[src/rtl/core/ttsp_pkg.sv]
// Shared types, character codes and class functions of the text token splitter.
// No dependencies; used by the lexer, the result queue and the top level under rtl/core.
package ttsp_pkg;

  typedef enum logic [3:0] {
    M_IDLE  = 4'd0,
    M_SLASH = 4'd1,
    M_MINUS = 4'd2,
    M_LINE  = 4'd3,
    M_BLOCK = 4'd4,
    M_BSTAR = 4'd5,
    M_QUOTE = 4'd6,
    M_QQ    = 4'd7,
    M_WORD  = 4'd8
  } lex_mode_t;

  localparam logic [1:0] KIND_CHAR  = 2'd0;
  localparam logic [1:0] KIND_EMPTY = 2'd1;
  localparam logic [1:0] KIND_END   = 2'd2;

  localparam logic [7:0] CH_NUL     = 8'h00;
  localparam logic [7:0] CH_NEWLINE = 8'h0A;
  localparam logic [7:0] CH_SPACE   = 8'h20;
  localparam logic [7:0] CH_QUOTE   = 8'h22;
  localparam logic [7:0] CH_STAR    = 8'h2A;
  localparam logic [7:0] CH_MINUS   = 8'h2D;
  localparam logic [7:0] CH_SLASH   = 8'h2F;
  localparam logic [7:0] CH_DIGIT_0 = 8'h30;
  localparam logic [7:0] CH_DIGIT_9 = 8'h39;

  localparam logic [7:0] EXTRA_PUNCT_RESET = 8'd163;

  // Result queue depth; must be at least two.
  localparam int QUEUE_DEPTH = 4;

  typedef struct packed {
    logic [1:0] kind;
    logic [7:0] ch;
    logic       last;
  } result_t;

  typedef struct packed {
    logic [1:0] count;
    result_t    first;
    result_t    second;
  } step_out_t;

  function automatic result_t make_result(logic [1:0] kind, logic [7:0] ch, logic last);
    result_t r;
    r.kind = kind;
    r.ch   = ch;
    r.last = last;
    return r;
  endfunction

  function automatic logic is_ws(logic [7:0] c);
    return (c == CH_SPACE) || (c >= 8'd9 && c <= 8'd13);
  endfunction

  function automatic logic is_digit(logic [7:0] c);
    return (c >= CH_DIGIT_0) && (c <= CH_DIGIT_9);
  endfunction

  function automatic logic is_fixed_punct(logic [7:0] c);
    logic hit;
    case (c)
      8'h7B, 8'h7D, 8'h5B, 8'h5D, 8'h28, 8'h29, 8'h2B, 8'h2D,
      8'h2A, 8'h2F, 8'h26, 8'h5E, 8'h25, 8'h24, 8'h3C, 8'h3E: hit = 1'b1;
      default: hit = 1'b0;
    endcase
    return hit;
  endfunction

endpackage

[src/rtl/core/ttsp_in_reg.sv]
// Input register of the text token splitter: holds one request until the lexer takes it.
// Depends on nothing beyond its ports.
module ttsp_in_reg (
  input  logic       clk,
  input  logic       rst,
  input  logic       in_valid,
  output logic       in_stall,
  input  logic [7:0] in_char,
  input  logic       end_of_text,
  input  logic       take,
  output logic       item_valid,
  output logic [7:0] item_char,
  output logic       item_end
);

  logic full;
  logic load;

  assign in_stall   = full && !take;
  assign load       = in_valid && !in_stall;
  assign item_valid = full;

  always_ff @(posedge clk) begin
    if (rst) begin
      full <= 1'b0;
    end else if (load) begin
      full <= 1'b1;
    end else if (take) begin
      full <= 1'b0;
    end
  end

  always_ff @(posedge clk) begin
    if (load) begin
      item_char <= in_char;
      item_end  <= end_of_text;
    end
  end

endmodule

[src/rtl/core/ttsp_lexer.sv]
// Lexer step of the text token splitter: mode/held-char state, punctuation register and
// the per-byte decision that yields up to two results. Uses ttsp_pkg.
module ttsp_lexer (
  input  logic                clk,
  input  logic                rst,
  input  logic                cfg_wr_en,
  input  logic [7:0]          cfg_wr_data,
  input  logic                item_valid,
  input  logic [7:0]          item_char,
  input  logic                item_end,
  input  logic                room,
  output logic                fire,
  output ttsp_pkg::step_out_t step
);
  import ttsp_pkg::*;

  lex_mode_t  mode, mode_next;
  logic [7:0] held_char, held_char_next;
  logic       held_valid, held_valid_next;
  logic [7:0] extra_punct;

  logic       text_end;
  lex_mode_t  sb_mode;
  logic       sb_emit;
  logic [7:0] sb_held;
  logic       sb_hv;
  result_t    res [2];
  logic [1:0] n;

  assign fire     = item_valid && room;
  // A zero byte ends the text just like the flag.
  assign text_end = item_end || (item_char == CH_NUL);

  // What a byte does where a token could start.
  always_comb begin
    sb_mode = M_IDLE;
    sb_emit = 1'b0;
    sb_held = '0;
    sb_hv   = 1'b0;
    if (is_ws(item_char)) begin
      sb_mode = M_IDLE;
    end else if (item_char == CH_SLASH) begin
      sb_mode = M_SLASH;
    end else if (item_char == CH_QUOTE) begin
      sb_mode = M_QUOTE;
    end else if (item_char == CH_MINUS) begin
      sb_mode = M_MINUS;
    end else if (is_fixed_punct(item_char) || item_char == extra_punct) begin
      sb_emit = 1'b1;
    end else begin
      sb_held = item_char;
      sb_hv   = 1'b1;
      sb_mode = M_WORD;
    end
  end

  always_comb begin
    mode_next       = mode;
    held_char_next  = held_char;
    held_valid_next = held_valid;
    res[0]          = '0;
    res[1]          = '0;
    n               = 2'd0;
    if (text_end) begin
      case (mode)
        M_SLASH: begin
          res[n[0]] = make_result(KIND_CHAR, CH_SLASH, 1'b1);
          n = n + 2'd1;
        end
        M_MINUS: begin
          res[n[0]] = make_result(KIND_CHAR, CH_MINUS, 1'b1);
          n = n + 2'd1;
        end
        M_QUOTE, M_QQ: begin
          if (held_valid) begin
            res[n[0]] = make_result(KIND_CHAR, held_char, 1'b1);
          end else begin
            res[n[0]] = make_result(KIND_EMPTY, CH_NUL, 1'b1);
          end
          n = n + 2'd1;
        end
        M_WORD: begin
          if (held_valid) begin
            res[n[0]] = make_result(KIND_CHAR, held_char, 1'b1);
            n = n + 2'd1;
          end
        end
        default: ;
      endcase
      res[n[0]] = make_result(KIND_END, CH_NUL, 1'b0);
      n = n + 2'd1;
      mode_next       = M_IDLE;
      held_char_next  = '0;
      held_valid_next = 1'b0;
    end else begin
      case (mode)
        M_SLASH: begin
          if (item_char == CH_SLASH) begin
            mode_next = M_LINE;
          end else if (item_char == CH_STAR) begin
            mode_next = M_BSTAR;
          end else begin
            res[n[0]] = make_result(KIND_CHAR, CH_SLASH, 1'b1);
            n = n + 2'd1;
            mode_next       = sb_mode;
            held_char_next  = sb_held;
            held_valid_next = sb_hv;
            if (sb_emit) begin
              res[n[0]] = make_result(KIND_CHAR, item_char, 1'b1);
              n = n + 2'd1;
            end
          end
        end
        M_MINUS: begin
          if (is_digit(item_char)) begin
            res[n[0]] = make_result(KIND_CHAR, CH_MINUS, 1'b0);
            n = n + 2'd1;
            held_char_next  = item_char;
            held_valid_next = 1'b1;
            mode_next       = M_WORD;
          end else begin
            res[n[0]] = make_result(KIND_CHAR, CH_MINUS, 1'b1);
            n = n + 2'd1;
            mode_next       = sb_mode;
            held_char_next  = sb_held;
            held_valid_next = sb_hv;
            if (sb_emit) begin
              res[n[0]] = make_result(KIND_CHAR, item_char, 1'b1);
              n = n + 2'd1;
            end
          end
        end
        M_LINE: begin
          if (item_char == CH_NEWLINE) begin
            mode_next = M_IDLE;
          end
        end
        M_BLOCK: begin
          if (item_char == CH_STAR) begin
            mode_next = M_BSTAR;
          end
        end
        M_BSTAR: begin
          if (item_char == CH_SLASH) begin
            mode_next = M_IDLE;
          end else if (item_char != CH_STAR) begin
            mode_next = M_BLOCK;
          end
        end
        M_QUOTE: begin
          if (item_char == CH_QUOTE) begin
            mode_next = M_QQ;
          end else begin
            if (held_valid) begin
              res[n[0]] = make_result(KIND_CHAR, held_char, 1'b0);
              n = n + 2'd1;
            end
            held_char_next  = item_char;
            held_valid_next = 1'b1;
          end
        end
        M_QQ: begin
          if (item_char == CH_QUOTE) begin
            // doubled quote: one literal quote character
            if (held_valid) begin
              res[n[0]] = make_result(KIND_CHAR, held_char, 1'b0);
              n = n + 2'd1;
            end
            held_char_next  = CH_QUOTE;
            held_valid_next = 1'b1;
            mode_next       = M_QUOTE;
          end else begin
            if (held_valid) begin
              res[n[0]] = make_result(KIND_CHAR, held_char, 1'b1);
            end else begin
              res[n[0]] = make_result(KIND_EMPTY, CH_NUL, 1'b1);
            end
            n = n + 2'd1;
            mode_next       = sb_mode;
            held_char_next  = sb_held;
            held_valid_next = sb_hv;
            if (sb_emit) begin
              res[n[0]] = make_result(KIND_CHAR, item_char, 1'b1);
              n = n + 2'd1;
            end
          end
        end
        M_WORD: begin
          if (is_ws(item_char)) begin
            if (held_valid) begin
              res[n[0]] = make_result(KIND_CHAR, held_char, 1'b1);
              n = n + 2'd1;
            end
            held_char_next  = '0;
            held_valid_next = 1'b0;
            mode_next       = M_IDLE;
          end else begin
            if (held_valid) begin
              res[n[0]] = make_result(KIND_CHAR, held_char, 1'b0);
              n = n + 2'd1;
            end
            held_char_next  = item_char;
            held_valid_next = 1'b1;
          end
        end
        default: begin
          mode_next       = sb_mode;
          held_char_next  = sb_held;
          held_valid_next = sb_hv;
          if (sb_emit) begin
            res[n[0]] = make_result(KIND_CHAR, item_char, 1'b1);
            n = n + 2'd1;
          end
        end
      endcase
    end
  end

  assign step.count  = fire ? n : 2'd0;
  assign step.first  = res[0];
  assign step.second = res[1];

  always_ff @(posedge clk) begin
    if (rst) begin
      mode       <= M_IDLE;
      held_char  <= '0;
      held_valid <= 1'b0;
    end else if (fire) begin
      mode       <= mode_next;
      held_char  <= held_char_next;
      held_valid <= held_valid_next;
    end
  end

  always_ff @(posedge clk) begin
    if (rst) begin
      extra_punct <= EXTRA_PUNCT_RESET;
    end else if (cfg_wr_en) begin
      extra_punct <= cfg_wr_data;
    end
  end

  // A held character only exists inside a word or a string.
  a_held_in_token: assert property (@(posedge clk) disable iff (rst)
    held_valid |-> (mode == M_QUOTE || mode == M_QQ || mode == M_WORD))
    else $error("held character outside a word or string");

  a_end_resets: assert property (@(posedge clk) disable iff (rst)
    fire && text_end |=> mode == M_IDLE && !held_valid)
    else $error("end of text did not return to idle");

  a_end_marker_last: assert property (@(posedge clk) disable iff (rst)
    fire && text_end |-> (n == 2'd1 ? step.first.kind == KIND_END
                                    : step.second.kind == KIND_END))
    else $error("end of text without end marker as last result");

  a_comment_silent: assert property (@(posedge clk) disable iff (rst)
    fire && !text_end && (mode == M_LINE || mode == M_BLOCK || mode == M_BSTAR)
    |-> n == 2'd0)
    else $error("result emitted inside a comment");

endmodule

[src/rtl/core/ttsp_result_queue.sv]
// Result queue of the text token splitter: takes up to two results per step, hands
// out one per request. Uses ttsp_pkg.
module ttsp_result_queue (
  input  logic                clk,
  input  logic                rst,
  input  ttsp_pkg::step_out_t step,
  output logic                room,
  output logic                out_valid,
  input  logic                out_stall,
  output logic [1:0]          result_kind,
  output logic [7:0]          tok_char,
  output logic                token_last
);
  import ttsp_pkg::*;

  localparam int PTR_W = $clog2(QUEUE_DEPTH);
  localparam int CNT_W = $clog2(QUEUE_DEPTH + 1);

  result_t            entries [QUEUE_DEPTH];
  logic [PTR_W-1:0]   wr_ptr;
  logic [PTR_W-1:0]   rd_ptr;
  logic [CNT_W-1:0]   count;
  logic               pop;
  result_t            head;

  assign room      = count <= CNT_W'(QUEUE_DEPTH - 2);
  assign out_valid = count != '0;
  assign pop       = out_valid && !out_stall;
  assign head      = entries[rd_ptr];

  assign result_kind = head.kind;
  assign tok_char    = head.ch;
  assign token_last  = head.last;

  always_ff @(posedge clk) begin
    if (step.count != 2'd0) begin
      entries[wr_ptr] <= step.first;
    end
    if (step.count == 2'd2) begin
      entries[wr_ptr + PTR_W'(1)] <= step.second;
    end
  end

  always_ff @(posedge clk) begin
    if (rst) begin
      wr_ptr <= '0;
      rd_ptr <= '0;
      count  <= '0;
    end else begin
      wr_ptr <= wr_ptr + PTR_W'(step.count);
      if (pop) begin
        rd_ptr <= rd_ptr + PTR_W'(1);
      end
      count <= count + CNT_W'(step.count) - CNT_W'(pop);
    end
  end

  a_no_overflow: assert property (@(posedge clk) disable iff (rst)
    count <= CNT_W'(QUEUE_DEPTH))
    else $error("result queue overflow");

  a_push_needs_room: assert property (@(posedge clk) disable iff (rst)
    step.count != 2'd0 |-> room)
    else $error("results pushed without room");

  a_pop_only: assert property (@(posedge clk) disable iff (rst)
    pop && step.count == 2'd0 |=> count == $past(count) - CNT_W'(1))
    else $error("queue count wrong after a pop");

endmodule

[src/rtl/core/text_token_splitter.sv]
// Text token splitter top level: input register, lexer step and result queue.
// Depends on ttsp_pkg, ttsp_in_reg, ttsp_lexer and ttsp_result_queue.
//
// Takes one text byte per request and returns token characters one per request,
// the last character of each token flagged, plus empty-token and end-of-text markers.
// A byte accepted into the input register is decoded straight out of it; once the queue has
// room its results are registered into the result queue, which offers the first of them.
// One byte is accepted every cycle as long as the output side takes one result per cycle.
// A byte that yields two results leaves one extra result, which the four-entry result queue
// absorbs. Two results come from a pending slash or minus followed by punctuation, a closing
// quote followed by punctuation, or a flush at end of text. The lexer waits while the queue
// holds more than two results. The input stalls while a byte waits in the input register
// and the lexer does not take it.
// Because of one byte of lookahead, each word or string character comes out when the next byte
// arrives. The punctuation register may be written only while no request is in flight.
module text_token_splitter (
  input  logic       clk,
  input  logic       rst,
  input  logic       cfg_wr_en,
  input  logic [7:0] cfg_wr_data,
  input  logic       in_valid,
  output logic       in_stall,
  input  logic [7:0] in_char,
  input  logic       end_of_text,
  output logic       out_valid,
  input  logic       out_stall,
  output logic [1:0] result_kind,
  output logic [7:0] tok_char,
  output logic       token_last
);
  import ttsp_pkg::*;

  logic       item_valid;
  logic [7:0] item_char;
  logic       item_end;
  logic       fire;
  logic       room;
  step_out_t  step;

  ttsp_in_reg u_in_reg (
    .clk         (clk),
    .rst         (rst),
    .in_valid    (in_valid),
    .in_stall    (in_stall),
    .in_char     (in_char),
    .end_of_text (end_of_text),
    .take        (fire),
    .item_valid  (item_valid),
    .item_char   (item_char),
    .item_end    (item_end)
  );

  ttsp_lexer u_lexer (
    .clk         (clk),
    .rst         (rst),
    .cfg_wr_en   (cfg_wr_en),
    .cfg_wr_data (cfg_wr_data),
    .item_valid  (item_valid),
    .item_char   (item_char),
    .item_end    (item_end),
    .room        (room),
    .fire        (fire),
    .step        (step)
  );

  ttsp_result_queue u_queue (
    .clk         (clk),
    .rst         (rst),
    .step        (step),
    .room        (room),
    .out_valid   (out_valid),
    .out_stall   (out_stall),
    .result_kind (result_kind),
    .tok_char    (tok_char),
    .token_last  (token_last)
  );

endmodule

[config.mk]
export PLATFORM = sky130hd
export DESIGN_NAME = text_token_splitter
export DESIGN_NICKNAME = d
export VERILOG_FILES = /design/src/rtl/core/ttsp_pkg.sv /design/src/rtl/core/ttsp_in_reg.sv /design/src/rtl/core/ttsp_lexer.sv /design/src/rtl/core/ttsp_result_queue.sv /design/src/rtl/core/text_token_splitter.sv
export SDC_FILE = /design/constraint.sdc
export NUM_CORES = 1
export LEC_CHECK = 0
export BUFFER_PORTS_ARGS = -buffer_cell sky130_fd_sc_hd__buf_2
export CAP_MARGIN = 15
export CORE_MARGIN = 2
export CORE_UTILIZATION = 50
export DETAILED_ROUTE_END_ITERATION = 7
export GPL_TIMING_DRIVEN = 0
export PLACE_DENSITY_LB_ADDON = 0.12
export SETUP_SLACK_MARGIN = 0.05
export SYNTH_ARGS = -nofsm -noshare
export SYNTH_HDL_FRONTEND = slang
export SYNTH_SLANG_ARGS = --single-unit
[constraint.sdc]
create_clock -name clk -period 8.49 [get_ports clk]
set_input_delay 1.2735 -clock clk [delete_from_list [all_inputs] [get_ports clk]]
set_output_delay 1.2735 -clock clk [all_outputs]
set_load 0.05 [all_outputs]
==> results of run 1 <==
kinds of logic (layout without fill, tap and decap cells):
family | count (synthesis) | after routing | share of synthesized area, %
buffers and inverters | 53 | 104 | 4.84
multiplexers | 16 | 16 | 6.15
XOR/XNOR | 18 | 18 | 3.27
flip-flops | 84 | 84 | 43.0
AO/OA/AOI/OAI | 161 | 161 | 24.1
AND/OR/NAND/NOR | 150 | 150 | 17.3
adder cells (fa/ha/maj) | 5 | 5 | 1.39
cell usage in the layout (no fill, tap or decap), drive strengths merged, types with 6 or more instances in the layout:
cell type and instances:
xor2 6, buf 55, nand4 6, a31oi 6, nand3 9, edfxtp 49, xnor2 12, o21ai 23
a21o 6, a21oi 28, a22o 29, nor2 39, dfxtp 35, nand2b 7, inv 19, or3 6
nor2b 15, nor3 12, clkbuf 25, mux4 11, o31ai 12, nand2 23, o2bb2ai 13
report_power, final:
part           total (mW)  internal, mW  switching (mW)
Clock               0.298         0.138           0.160
Combinational       0.342         0.121           0.221
Sequential          0.480         0.460          0.0204
Total                1.12         0.719           0.401
final cells by class:
| type | count | area, um2 | area share [%] |
|---|---|---|---|
| inverters | 17 | 63.8 | 1.14 |
| flip-flops and latches | 84 | 2170 | 38.9 |
| clock buffers | 9 | 124 | 2.22 |
| clock inverters | 7 | 75.1 | 1.34 |
| multi-input cells | 350 | 2630 | 47.1 |
| well taps | 133 | 166 | 2.98 |
| repair buffers | 35 | 178 | 3.18 |
| plain buffers | 36 | 180 | 3.22 |
path summary, 6_finish.rpt:
check / startpoint / endpoint / slack, ns / cells past startpoint
worst min-delay path: u_lexer.held_char[6] / u_lexer.held_char[6] / 0.49 / 1
worst max-delay path: u_in_reg.item_char[7] / u_queue.count[2] / 4.67 / 13
worst min register to register: u_lexer.held_char[6] / u_lexer.held_char[6] / 0.49 / 1
worst max register to register: u_in_reg.item_char[7] / u_queue.count[2] / 4.67 / 13
worst register-to-register path, cell delays in order, from the launching register on:
cell      delay (ns)
edfxtp_1        0.45
buf_6           0.19
nor4b_4         0.50
o21ai_0         0.24
o22ai_2         0.25
o21ai_1         0.26
nor3_1          0.44
o21ai_0         0.18
ha_1            0.32
inv_1           0.05
fa_1            0.42
xor2_1          0.20
xnor2_1         0.14
nor2_1          0.05
metal layers:
layer	vias to the layer above	GRT usage [%]	share of wire, %
met5	-	0	0
met4	0	12.3	3.1
met3	34	3.63	6.9
met2	213	40.3	46
met1	1977	34.1	44
li1	1961	-	-
registers in the layout (all words and copies together) (netlist names), named ones only:
signal               flops
u_in_reg.item_end        1
u_queue.count            3
u_queue.entries         44
u_in_reg.item_valid      1
u_lexer.extra_punct      8
u_in_reg.item_char       8
u_lexer.mode             4
u_lexer.held_char        8
u_lexer.held_valid       1
u_queue.rd_ptr           2
u_queue.wr_ptr           2
==> impl_metrics.py, run 1 <==
metrics = {
    "grt": {
        "first_global_vias": 3957,
        "grt_usage_pct": 25.4,
        "grt_overflow": 0,
        "grt_pass1_wl_mm": 21.2,
        "grt_max_degree": 16,
        "antenna_found_initial": 0,
    },
    "setup_path": {
        "critical_path.max_stage_delay_ns": 0.50,
        "worst_setup_path_start_kind": "register",
        "crit_buf_inv": 2,
        "cp-end-kind": "register",
        "crit_required_ns": 8.75,
        "cpMostUsedCell": "o21ai_0",
        "arrival_ns": 4.08,
        "cp_cell_sequence": "buf_6 -> nor4b_4 -> o21ai_0 -> o22ai_2 -> o21ai_1 -> nor3_1 -> o21ai_0 -> ha_1 -> inv_1 -> fa_1 -> xor2_1 -> xnor2_1 -> nor2_1",
        "cp_slowest_cell": "nor4b_4",
        "crit_fanout": 10,
        "crit_type": "reg2reg",
        "critPathTopFamily": "simple AND/OR/NAND/NOR gates",
    },
    "power_and_ir_drop": {
        "ir_worst_vdd_mv": 0.131,
        "power_mw": 1.12,
        "power_density_nw_per_um2": 200,
        "leakage_nw": 1.95,
    },
    "die": {
        "core.rowCount": 36,
        "dieArea_um2": 10900,
        "start_util_pct": 51.6,
        "core_area_um2": 9770,
        "dieHeight_um": 104,
        "ios": 35,
        "fp.dieW_um": 104,
    },
    "clock_network": {
        "clkLatencyLatePin_ns": 0.38,
        "cts_hold_buf": 0,
        "numCtsBuffers": 9,
        "cts_buffer_depth": 2,
        "h-tree-depth": 3,
        "cts_tree": "yes",
        "cts.sinks": 84,
        "ctsResizeCount": 0,
        "cts_setup_buffers": 0,
        "cts_root_buf": "clkbuf_8",
        "cts.clk_slew.worst_paths_ns": 0.10,
    },
    "finish": {
        "fin_nets": 560,
        "area_delta_synth_final_pct": 10.8,
        "final_area_um2": 5590,
        "finish.utilization_pct": 57.2,
        "nFillCells": 891,
        "fin_cells": 671,
        "antenna_cells": 0,
        "drive_above_1_share_pct": 20.1,
    },
    "sta": {
        "fin_hold_ws_ns": 0.487,
        "setup_viol": 0,
        "slew_headroom_pct": 25.7,
        "finalHoldViolations": 0,
        "post-route-period-util_pct": 45.0,
        "period_needed_ns": 3.82,
        "final.setup_skew_ns": 0.0163,
        "setup_slack_ns": 4.67,
        "rsz0062_at_grt": "false",
        "slew_viol_final": 0,
        "timing.fmax_mhz": 262,
        "worst_pin_slew_ns": 1.10,
        "setup_tns_ns": 0,
    },
    "min_path": {
        "holdCritPathClass": "reg2reg",
    },
    "synth": {
        "async_reset_ff_share_pct": 0,
        "synth_fp_nets": 514,
        "ys_seq_area_share_pct": 43.0,
        "ys_warn_count": 0,
        "syn_avg_cell_area_um2": 10.4,
        "synth.distinct_cells": 79,
        "yosys_register_bits": 84,
        "ys_top_cells_by_area": "edfxtp_1, dfxtp_1, a22o_1",
        "synth.most_common_cell": "edfxtp_1",
        "synth_top_area_cell": "edfxtp_1",
        "synth_edf_count": 49,
        "synth_top_area_share_pct": 29.2,
        "synth_cells": 487,
        "synthTopCellsByCount": "edfxtp_1, dfxtp_1, nor2_1",
        "synth_ff_type": "edfxtp_1",
        "syn-cell-area_um2": 5050,
    },
    "outcome": {
        "outcome": "complete, no violations",
    },
    "route": {
        "firstDrtPassIters": 5,
        "drc": 0,
        "vias_per_cell": 6.24,
        "wirelength_mm": 13.4,
        "drtIter0Drc": 487,
        "vias": 4185,
        "final_antenna_net_count": 0,
        "wl_per_cell_um": 19.9,
    },
    "placed_design": {
        "place.gp.congestion": 0.934,
        "dpl_cell_area_um2": 5380,
        "dp.cells": 654,
        "dpl.hpwl_mm": 9.66,
        "io_buffers": 34,
        "pre_cts_ws_ns": 4.76,
    },
    "run": {
        "cap_violations": 0,
    },
}
Power figures use the tool's default switching activity.
==> run 2, diff against run 1 <==
--- a/config.mk
+++ b/config.mk
@@ -5,6 +5,7 @@
 export SDC_FILE = /design/constraint.sdc
 export NUM_CORES = 1
 export LEC_CHECK = 0
+export ABC_AREA = 1
 export BUFFER_PORTS_ARGS = -buffer_cell sky130_fd_sc_hd__buf_2
 export CAP_MARGIN = 15
 export CORE_MARGIN = 2
==> constraint.sdc (replaced) <==
create_clock -name clk -period 3.1 [get_ports clk]
set_input_delay 0.465 -clock clk [delete_from_list [all_inputs] [get_ports clk]]
set_output_delay 0.465 -clock clk [all_outputs]
set_load 0.05 [all_outputs]
==> impl_metrics.py, run 2 <==
metrics = {
    "die": {
        "dieArea_um2": 10700,
        "fp.dieW_um": 103,
        "ios": 35,
        "core.rowCount": 36,
        "dieHeight_um": 103,
        "core_area_um2": 9680,
        "start_util_pct": 51.0,
    },
    "route": {
        "final_antenna_net_count": 0,
        "wirelength_mm": 12.2,
        "drc": 0,
        "vias_per_cell": 5.27,
        "wl_per_cell_um": 14.3,
        "drtIter0Drc": 244,
        "vias": 4497,
        "firstDrtPassIters": 5,
    },
    "clock_network": {
        "cts_buffer_depth": 2,
        "cts_hold_buf": 0,
        "cts_root_buf": "clkbuf_8",
        "cts.sinks": 84,
        "cts.clk_slew.worst_paths_ns": 0.09,
        "clkLatencyLatePin_ns": 0.35,
        "cts_tree": "yes",
        "h-tree-depth": 3,
        "numCtsBuffers": 9,
    },
    "synth": {
        "syn_avg_cell_area_um2": 7.52,
        "synth_top_area_cell": "edfxtp_1",
        "synth.distinct_cells": 39,
        "async_reset_ff_share_pct": 0,
        "synthTopCellsByCount": "nand2_1, nor2_1, inv_1, o21ai_0, edfxtp_1",
        "synth.most_common_cell": "nand2_1",
        "syn-cell-area_um2": 4940,
        "yosys_register_bits": 84,
        "synth_ff_type": "edfxtp_1",
        "synth_fp_nets": 684,
        "synth_cells": 657,
        "ys_warn_count": 0,
        "ys_seq_area_share_pct": 43.9,
        "ys_top_cells_by_area": "edfxtp_1, dfxtp_1, nand2_1",
        "synth_top_area_share_pct": 29.8,
        "synth_edf_count": 49,
    },
    "grt": {
        "grt_max_degree": 15,
        "antenna_found_initial": 0,
        "grt_pass1_wl_mm": 19.8,
        "grt_usage_pct": 23.9,
        "first_global_vias": 4120,
        "grt_overflow": 0,
    },
    "placed_design": {
        "io_buffers": 33,
        "dpl.hpwl_mm": 9.45,
        "place.gp.congestion": 0.932,
        "dp.cells": 823,
        "dpl_cell_area_um2": 5270,
    },
    "setup_path": {
        "cpMostUsedCell": "nand2_1",
        "critical_path_cell_count": 19,
        "crit_required_ns": 3.35,
        "rr_endpoint": "u_queue.count[2]",
        "critical_path.max_stage_delay_ns": 0.55,
        "crit_buf_inv": 3,
        "cp-end-kind": "register",
        "rrSetupSlack_ns": 0.14,
        "critPathTopFamily": "simple AND/OR/NAND/NOR gates",
        "r2r_start": "u_in_reg.item_char[3]",
        "rr_worst_depth": 19,
        "crit_fanout": 7,
        "cp_slowest_cell": "edfxtp_1",
        "crit_type": "reg2reg",
        "worst_setup_path_start_kind": "register",
        "arrival_ns": 3.20,
        "cp_cell_sequence": "inv_2 -> nand2_1 -> nand2_1 -> nor2_1 -> nand2_1 -> nor2_2 -> nor2_2 -> nand2_4 -> nand3_4 -> nand2_1 -> inv_1 -> nand3_1 -> nand2_2 -> inv_1 -> ha_1 -> fa_2 -> xor2_2 -> o21ai_1 -> a21oi_1",
    },
    "finish": {
        "final_common_cell": "nand2_1",
        "fin_nets": 743,
        "finish.utilization_pct": 58.9,
        "mostFrequentLayoutCells": "nand2_1, nor2_1, inv_1",
        "area_delta_synth_final_pct": 15.5,
        "multi_input_area_um2": 2500,
        "seqCellArea_um2": 2170,
        "nFillCells": 909,
        "largest_reg_flops": 44,
        "antenna_cells": 0,
        "drive_above_1_share_pct": 19.7,
        "largest_register": "u_queue.entries",
        "final_area_um2": 5710,
        "fin_cells": 854,
    },
    "power_and_ir_drop": {
        "leakage_nw": 2.30,
        "power_mw": 3.17,
        "ir_worst_vdd_mv": 0.356,
        "power_density_nw_per_um2": 555,
    },
    "sta": {
        "worst_pin_slew_ns": 0.727,
        "timing.fmax_mhz": 338,
        "period_needed_ns": 2.96,
        "setup_viol": 0,
        "slew_viol_final": 0,
        "final.setup_skew_ns": 0.0126,
        "slew_headroom_pct": 51.4,
        "rsz0062_at_grt": "true",
        "post-route-period-util_pct": 95.5,
        "finalHoldViolations": 0,
    },
    "min_path": {
        "min_path_cells": 1,
        "holdCritPathClass": "in2reg",
        "min_from": "in_char[3]",
        "worstHoldEndpoint": "u_in_reg.item_char[3]",
    },
    "run": {
        "cap_violations": 0,
    },
    "outcome": {
        "outcome": "complete, no violations",
    },
}
## run 2: cell count changes after synthesis, moves of 11 or more
cell / delta
nand2_1: +125
o21ai_1: +25
xnor2_1: -11
mux4_2: -11
nor2_1: +48
inv_1: +42
o21ai_0: +40
nor2b_1: -15
nand3_1: +39
inv_2: +16
o2bb2ai_1: -13
a22o_1: -29
o22ai_1: +11
## run 2: worst reg2reg max path, stage by stage (launching register included)
cell,delay [ns]
edfxtp_1,0.55
inv_2,0.18
nand2_1,0.06
nand2_1,0.07
nor2_1,0.04
nand2_1,0.08
nor2_2,0.06
nor2_2,0.20
nand2_4,0.10
nand3_4,0.09
nand2_1,0.07
inv_1,0.07
nand3_1,0.09
nand2_2,0.10
inv_1,0.07
ha_1,0.23
fa_2,0.41
xor2_2,0.19
o21ai_1,0.13
a21oi_1,0.05
## run 2: area by class of cell
class	count	area share [%]
Clock buffer	11	2.30
Timing Repair Buffer	48	4.87
Tap cell	133	2.92
Inverter	76	5.17
Clock inverter	5	1.03
Buffer	18	1.84
Sequential cell	84	38.1
Multi-Input combinational cell	479	43.8
## run 2: timing repair
action / 4_1_cts / 5_1_grt
gates resized for setup: 9 / 25
hold endpoints to repair: 0 / 0
setup buffers: 3 / 12
pin swaps: 2 / 11
setup endpoints to repair: 1 / 42
## run 2: metrics by stage
stage	worst slack (ns)	TNS [ns]	hold WS, ns
floorplan	0.354	0	0.436
global placement	0.0503	0	0.451
detailed placement	-0.0507	-0.0507	0.454
CTS	0.0620	0	0.273
global route	-0.0290	-0.0290	0.273
finish	0.141	0	0.279
## run 2: kinds of logic after synthesis
family / after synthesis / share of synthesized area, %
AND/OR/NAND/NOR: 316 / 29.0
adder cells (fa/ha/maj): 5 / 1.42
flip-flops: 84 / 43.9
AO/OA/AOI/OAI: 156 / 17.6
buffers and inverters: 94 / 7.70
XOR/XNOR: 2 / 0.354
## run 2: worst max-delay path by stage
stage,startpoint,endpoint
after floorplan,u_in_reg.item_char[7],u_queue.count[2]
after global placement,u_in_reg.item_char[7],u_queue.count[2]
after detailed placement,u_in_reg.item_char[7],u_queue.count[2]
after CTS,u_in_reg.item_char[6],u_queue.entries[0][6]
after global routing,u_in_reg.item_char[3],u_queue.count[2]
final,u_in_reg.item_char[3],u_queue.count[2]
## run 2: metal layers
layer | track usage, % | routed length [um] | share of wire, % | up-vias
li1 | - | - | - | 2324
met1 | 30.9 | 5230 | 43 | 2014
met2 | 41.1 | 6020 | 49 | 136
met3 | 2.89 | 646 | 5.3 | 23
met4 | 8.60 | 300 | 2.5 | 0
met5 | 0 | 0 | 0 | -
## run 2: power breakdown
group          internal, mW  switching (mW)  leakage, nW
Clock                 0.377           0.391       0.0982
Sequential             1.26          0.0556        0.704
Combinational         0.304           0.780         1.49
Total                  1.94            1.23         2.30
==> run 3, diff against run 2 <==
--- a/config.mk
+++ b/config.mk
@@ -16,4 +16,5 @@
 export SETUP_SLACK_MARGIN = 0.05
 export SYNTH_ARGS = -nofsm -noshare
 export SYNTH_HDL_FRONTEND = slang
+export SYNTH_HIERARCHICAL = 1
 export SYNTH_SLANG_ARGS = --single-unit
==> impl_metrics.py, run 3 <==
metrics = {
    "sta": {
        "final.setup_skew_ns": 0.0147,
        "setup_tns_ns": 0,
        "slew_headroom_pct": 43.9,
        "setup_viol": 0,
        "finalHoldViolations": 0,
        "post-route-period-util_pct": 99.0,
        "worst_pin_slew_ns": 0.834,
        "timing.fmax_mhz": 326,
        "slew_viol_final": 0,
        "period_needed_ns": 3.07,
        "setup_slack_ns": 0.0310,
        "rsz0062_at_grt": "true",
    },
    "route": {
        "drtIter0Drc": 392,
        "final_antenna_net_count": 0,
        "wirelength_mm": 14.5,
        "drc": 0,
        "vias": 5053,
        "wl_per_cell_um": 16.0,
        "firstDrtPassIters": 5,
        "vias_per_cell": 5.57,
    },
    "clock_network": {
        "cts_buffer_depth": 2,
        "cts_root_buf": "clkbuf_8",
        "cts_hold_buf": 0,
        "cts_tree": "yes",
        "h-tree-depth": 3,
        "cts.clk_slew.worst_paths_ns": 0.10,
        "numCtsBuffers": 9,
        "cts.sinks": 84,
        "clkLatencyLatePin_ns": 0.36,
    },
    "min_path": {
        "min_path_cells": 1,
        "holdCritPathClass": "in2reg",
        "worstHoldEndpoint": "u_in_reg/item_char[7]",
        "min_from": "in_char[7]",
    },
    "finish": {
        "drive_above_1_share_pct": 29.3,
        "fin_cells": 907,
        "final_common_cell": "nand2_1",
        "fin_nets": 796,
        "antenna_cells": 0,
        "mostFrequentLayoutCells": "nand2_1, nor2_1, inv_1",
        "largest_reg_flops": 44,
        "area_delta_synth_final_pct": 27.1,
        "largest_register": "u_queue/entries",
    },
    "die": {
        "dieArea_um2": 11000,
        "ios": 35,
        "core_area_um2": 9820,
        "core.rowCount": 36,
        "start_util_pct": 51.9,
        "dieHeight_um": 105,
        "fp.dieW_um": 105,
    },
    "setup_path": {
        "rrSetupSlack_ns": 0.03,
        "crit_type": "reg2reg",
        "cp-end-kind": "register",
        "arrival_ns": 3.17,
        "r2r_start": "u_in_reg/item_char[2]",
        "crit_fanout": 8,
        "rr_worst_depth": 19,
        "worst_setup_path_start_kind": "register",
        "crit_required_ns": 3.20,
        "rr_endpoint": "u_queue/entries[2][8]",
    },
    "power_and_ir_drop": {
        "switching_power_mw": 1.29,
        "power_density_nw_per_um2": 494,
        "power_frac_clock_pct": 22.9,
        "p_seq_share_pct": 41.7,
        "ir_worst_vdd_mv": 0.242,
        "leakage_nw": 2.58,
        "power_mw": 3.20,
        "switching_share_pct": 40.3,
        "p_comb_share_pct": 35.3,
        "p_int_mw": 1.91,
    },
    "grt": {
        "grt_max_degree": 16,
        "grt_overflow": 0,
        "grt_pass1_wl_mm": 21.7,
        "antenna_found_initial": 0,
        "first_global_vias": 4612,
        "grt_usage_pct": 24.6,
    },
    "synth": {
        "synthTopCellsByCount": "nand2_1, nor2_1, inv_1",
        "synth_ff_type": "edfxtp_1",
        "async_reset_ff_share_pct": 0,
        "ys_top_cells_by_area": "edfxtp_1, nand2_1, dfxtp_1",
        "yosys_register_bits": 84,
        "synth_fp_nets": 694,
        "ys_seq_area_share_pct": 43.4,
        "syn-cell-area_um2": 5090,
        "synth_top_area_cell": "edfxtp_1",
        "synth.most_common_cell": "nand2_1",
        "synth_top_area_share_pct": 31.3,
        "synth_cells": 667,
        "syn_avg_cell_area_um2": 7.63,
        "ys_warn_count": 6,
        "synth.distinct_cells": 45,
        "synth_edf_count": 53,
    },
    "run": {
        "cap_violations": 0,
    },
    "placed_design": {
        "io_buffers": 33,
        "dp.cells": 833,
        "pre_cts_ws_ns": -0.763,
        "place.gp.congestion": 0.920,
        "dpl.hpwl_mm": 9.39,
    },
    "outcome": {
        "outcome": "complete, no violations",
    },
}
-- run 3: changes by cell type in the layout (fill, tap and decap cells not counted), moves of 5 or more --
cell / before / now
o21ai_0: 58 / 50
buf_8: 0 / 6
nand3_1: 46 / 26
buf_4: 19 / 46
nand2_1: 143 / 152
buf_6: 3 / 9
nor2_1: 76 / 69
o21ai_2: 9 / 16
a21oi_2: 1 / 6
clkbuf_1: 13 / 8
nand2_2: 9 / 18
-- run 3: worst max path at each step --
stage | end | cells after the start | slack [ns] | from
2_1_floorplan | u_queue/entries[1][0] | 13 | 0.04 | u_in_reg/item_char[4]
3_3_place_gp | u_queue/entries[3][8] | 13 | -0.67 | u_in_reg/item_char[7]
3_5_place_dp | u_queue/entries[3][8] | 13 | -0.76 | u_in_reg/item_char[7]
4_1_cts | u_queue/count[2] | 17 | 0.06 | u_in_reg/item_char[6]
5_1_grt | u_queue/entries[2][8] | 20 | -0.14 | u_in_reg/item_char[2]
6_report | u_queue/entries[2][8] | 19 | 0.03 | u_in_reg/item_char[2]
-- run 3: area by class of cell --
| type | instances | area [um2] |
|---|---|---|
| plain buffers | 25 | 200 |
| multi-input cells | 480 | 2670 |
| well taps | 133 | 166 |
| inverters | 78 | 307 |
| repair buffers | 91 | 746 |
| flip-flops and latches | 84 | 2210 |
| fillers | 872 | 3350 |
| clock inverters | 7 | 51.3 |
| clock buffers | 9 | 124 |
-- run 3: power by group through the flow --
stage | combinational, mW | clock [mW] | sequential (mW)
detailed placement | 0.998 | 0 | 1.36
CTS | 1.07 | 0.737 | 1.33
global placement | 0.974 | 0 | 1.35
finish | 1.13 | 0.733 | 1.33
floorplan | 0.780 | 0 | 1.34
global route | 1.23 | 0.788 | 1.34
-- run 3: what timing repair did --
action | CTS | global route
buffers inserted | 22 | 33
resized for setup | 20 | 59
pin swaps | 6 | 21
gates cloned | 1 | 3
endpoints found under the setup margin | 90 | 82
-- run 3: critical path, stage by stage, from the launching register on --
cell,delay (ns)
edfxtp_1,0.54
clkinv_4,0.17
nand2_4,0.12
nor2_4,0.05
o21ai_4,0.16
nand3_2,0.11
nor2_4,0.12
nand2_2,0.08
nand2_4,0.11
o21ai_2,0.06
nand2_1,0.08
a21oi_2,0.07
nor3_4,0.30
buf_6,0.16
nor2_8,0.04
buf_12,0.13
nand3_4,0.09
buf_8,0.13
buf_4,0.18
o21ai_1,0.11
-- run 3: routing by layer --
layer	global-route usage [%]	up-vias	part of all wire [%]	routed length, um
met5	0	-	0	0
met2	42.8	245	51	7410
met4	9.33	0	2.1	299
met3	4.55	37	6.3	919
li1	-	2448	-	-
met1	30.2	2323	41	5880
-- run 3: kinds of logic (layout without fill, tap and decap cells) --
kind of cell             count (synthesis)  after routing  synth area share, %
adder cells (fa/ha/maj)                  5              5                 1.38
AND/OR/NAND/NOR                        307            307                 26.9
AO/OA/AOI/OAI                          167            167                 19.0
buffers and inverters                  103            210                 9.19
flip-flops                              84             84                 43.4
other                                    1              1               0.0736
-- run 3: per-stage QoR --
| step | utilization (%) | hold WS, ns | instance area, um2 |
|---|---|---|---|
| 2_1_floorplan | - | 0.446 | 5120 |
| 3_3_place_gp | 55.5 | 0.455 | 5450 |
| 3_5_place_dp | 55.5 | 0.457 | 5450 |
| 4_1_cts | 61.1 | 0.256 | 6000 |
| 5_1_grt | 65.9 | 0.254 | 6470 |
| 6_report | 65.9 | 0.268 | 6470 |
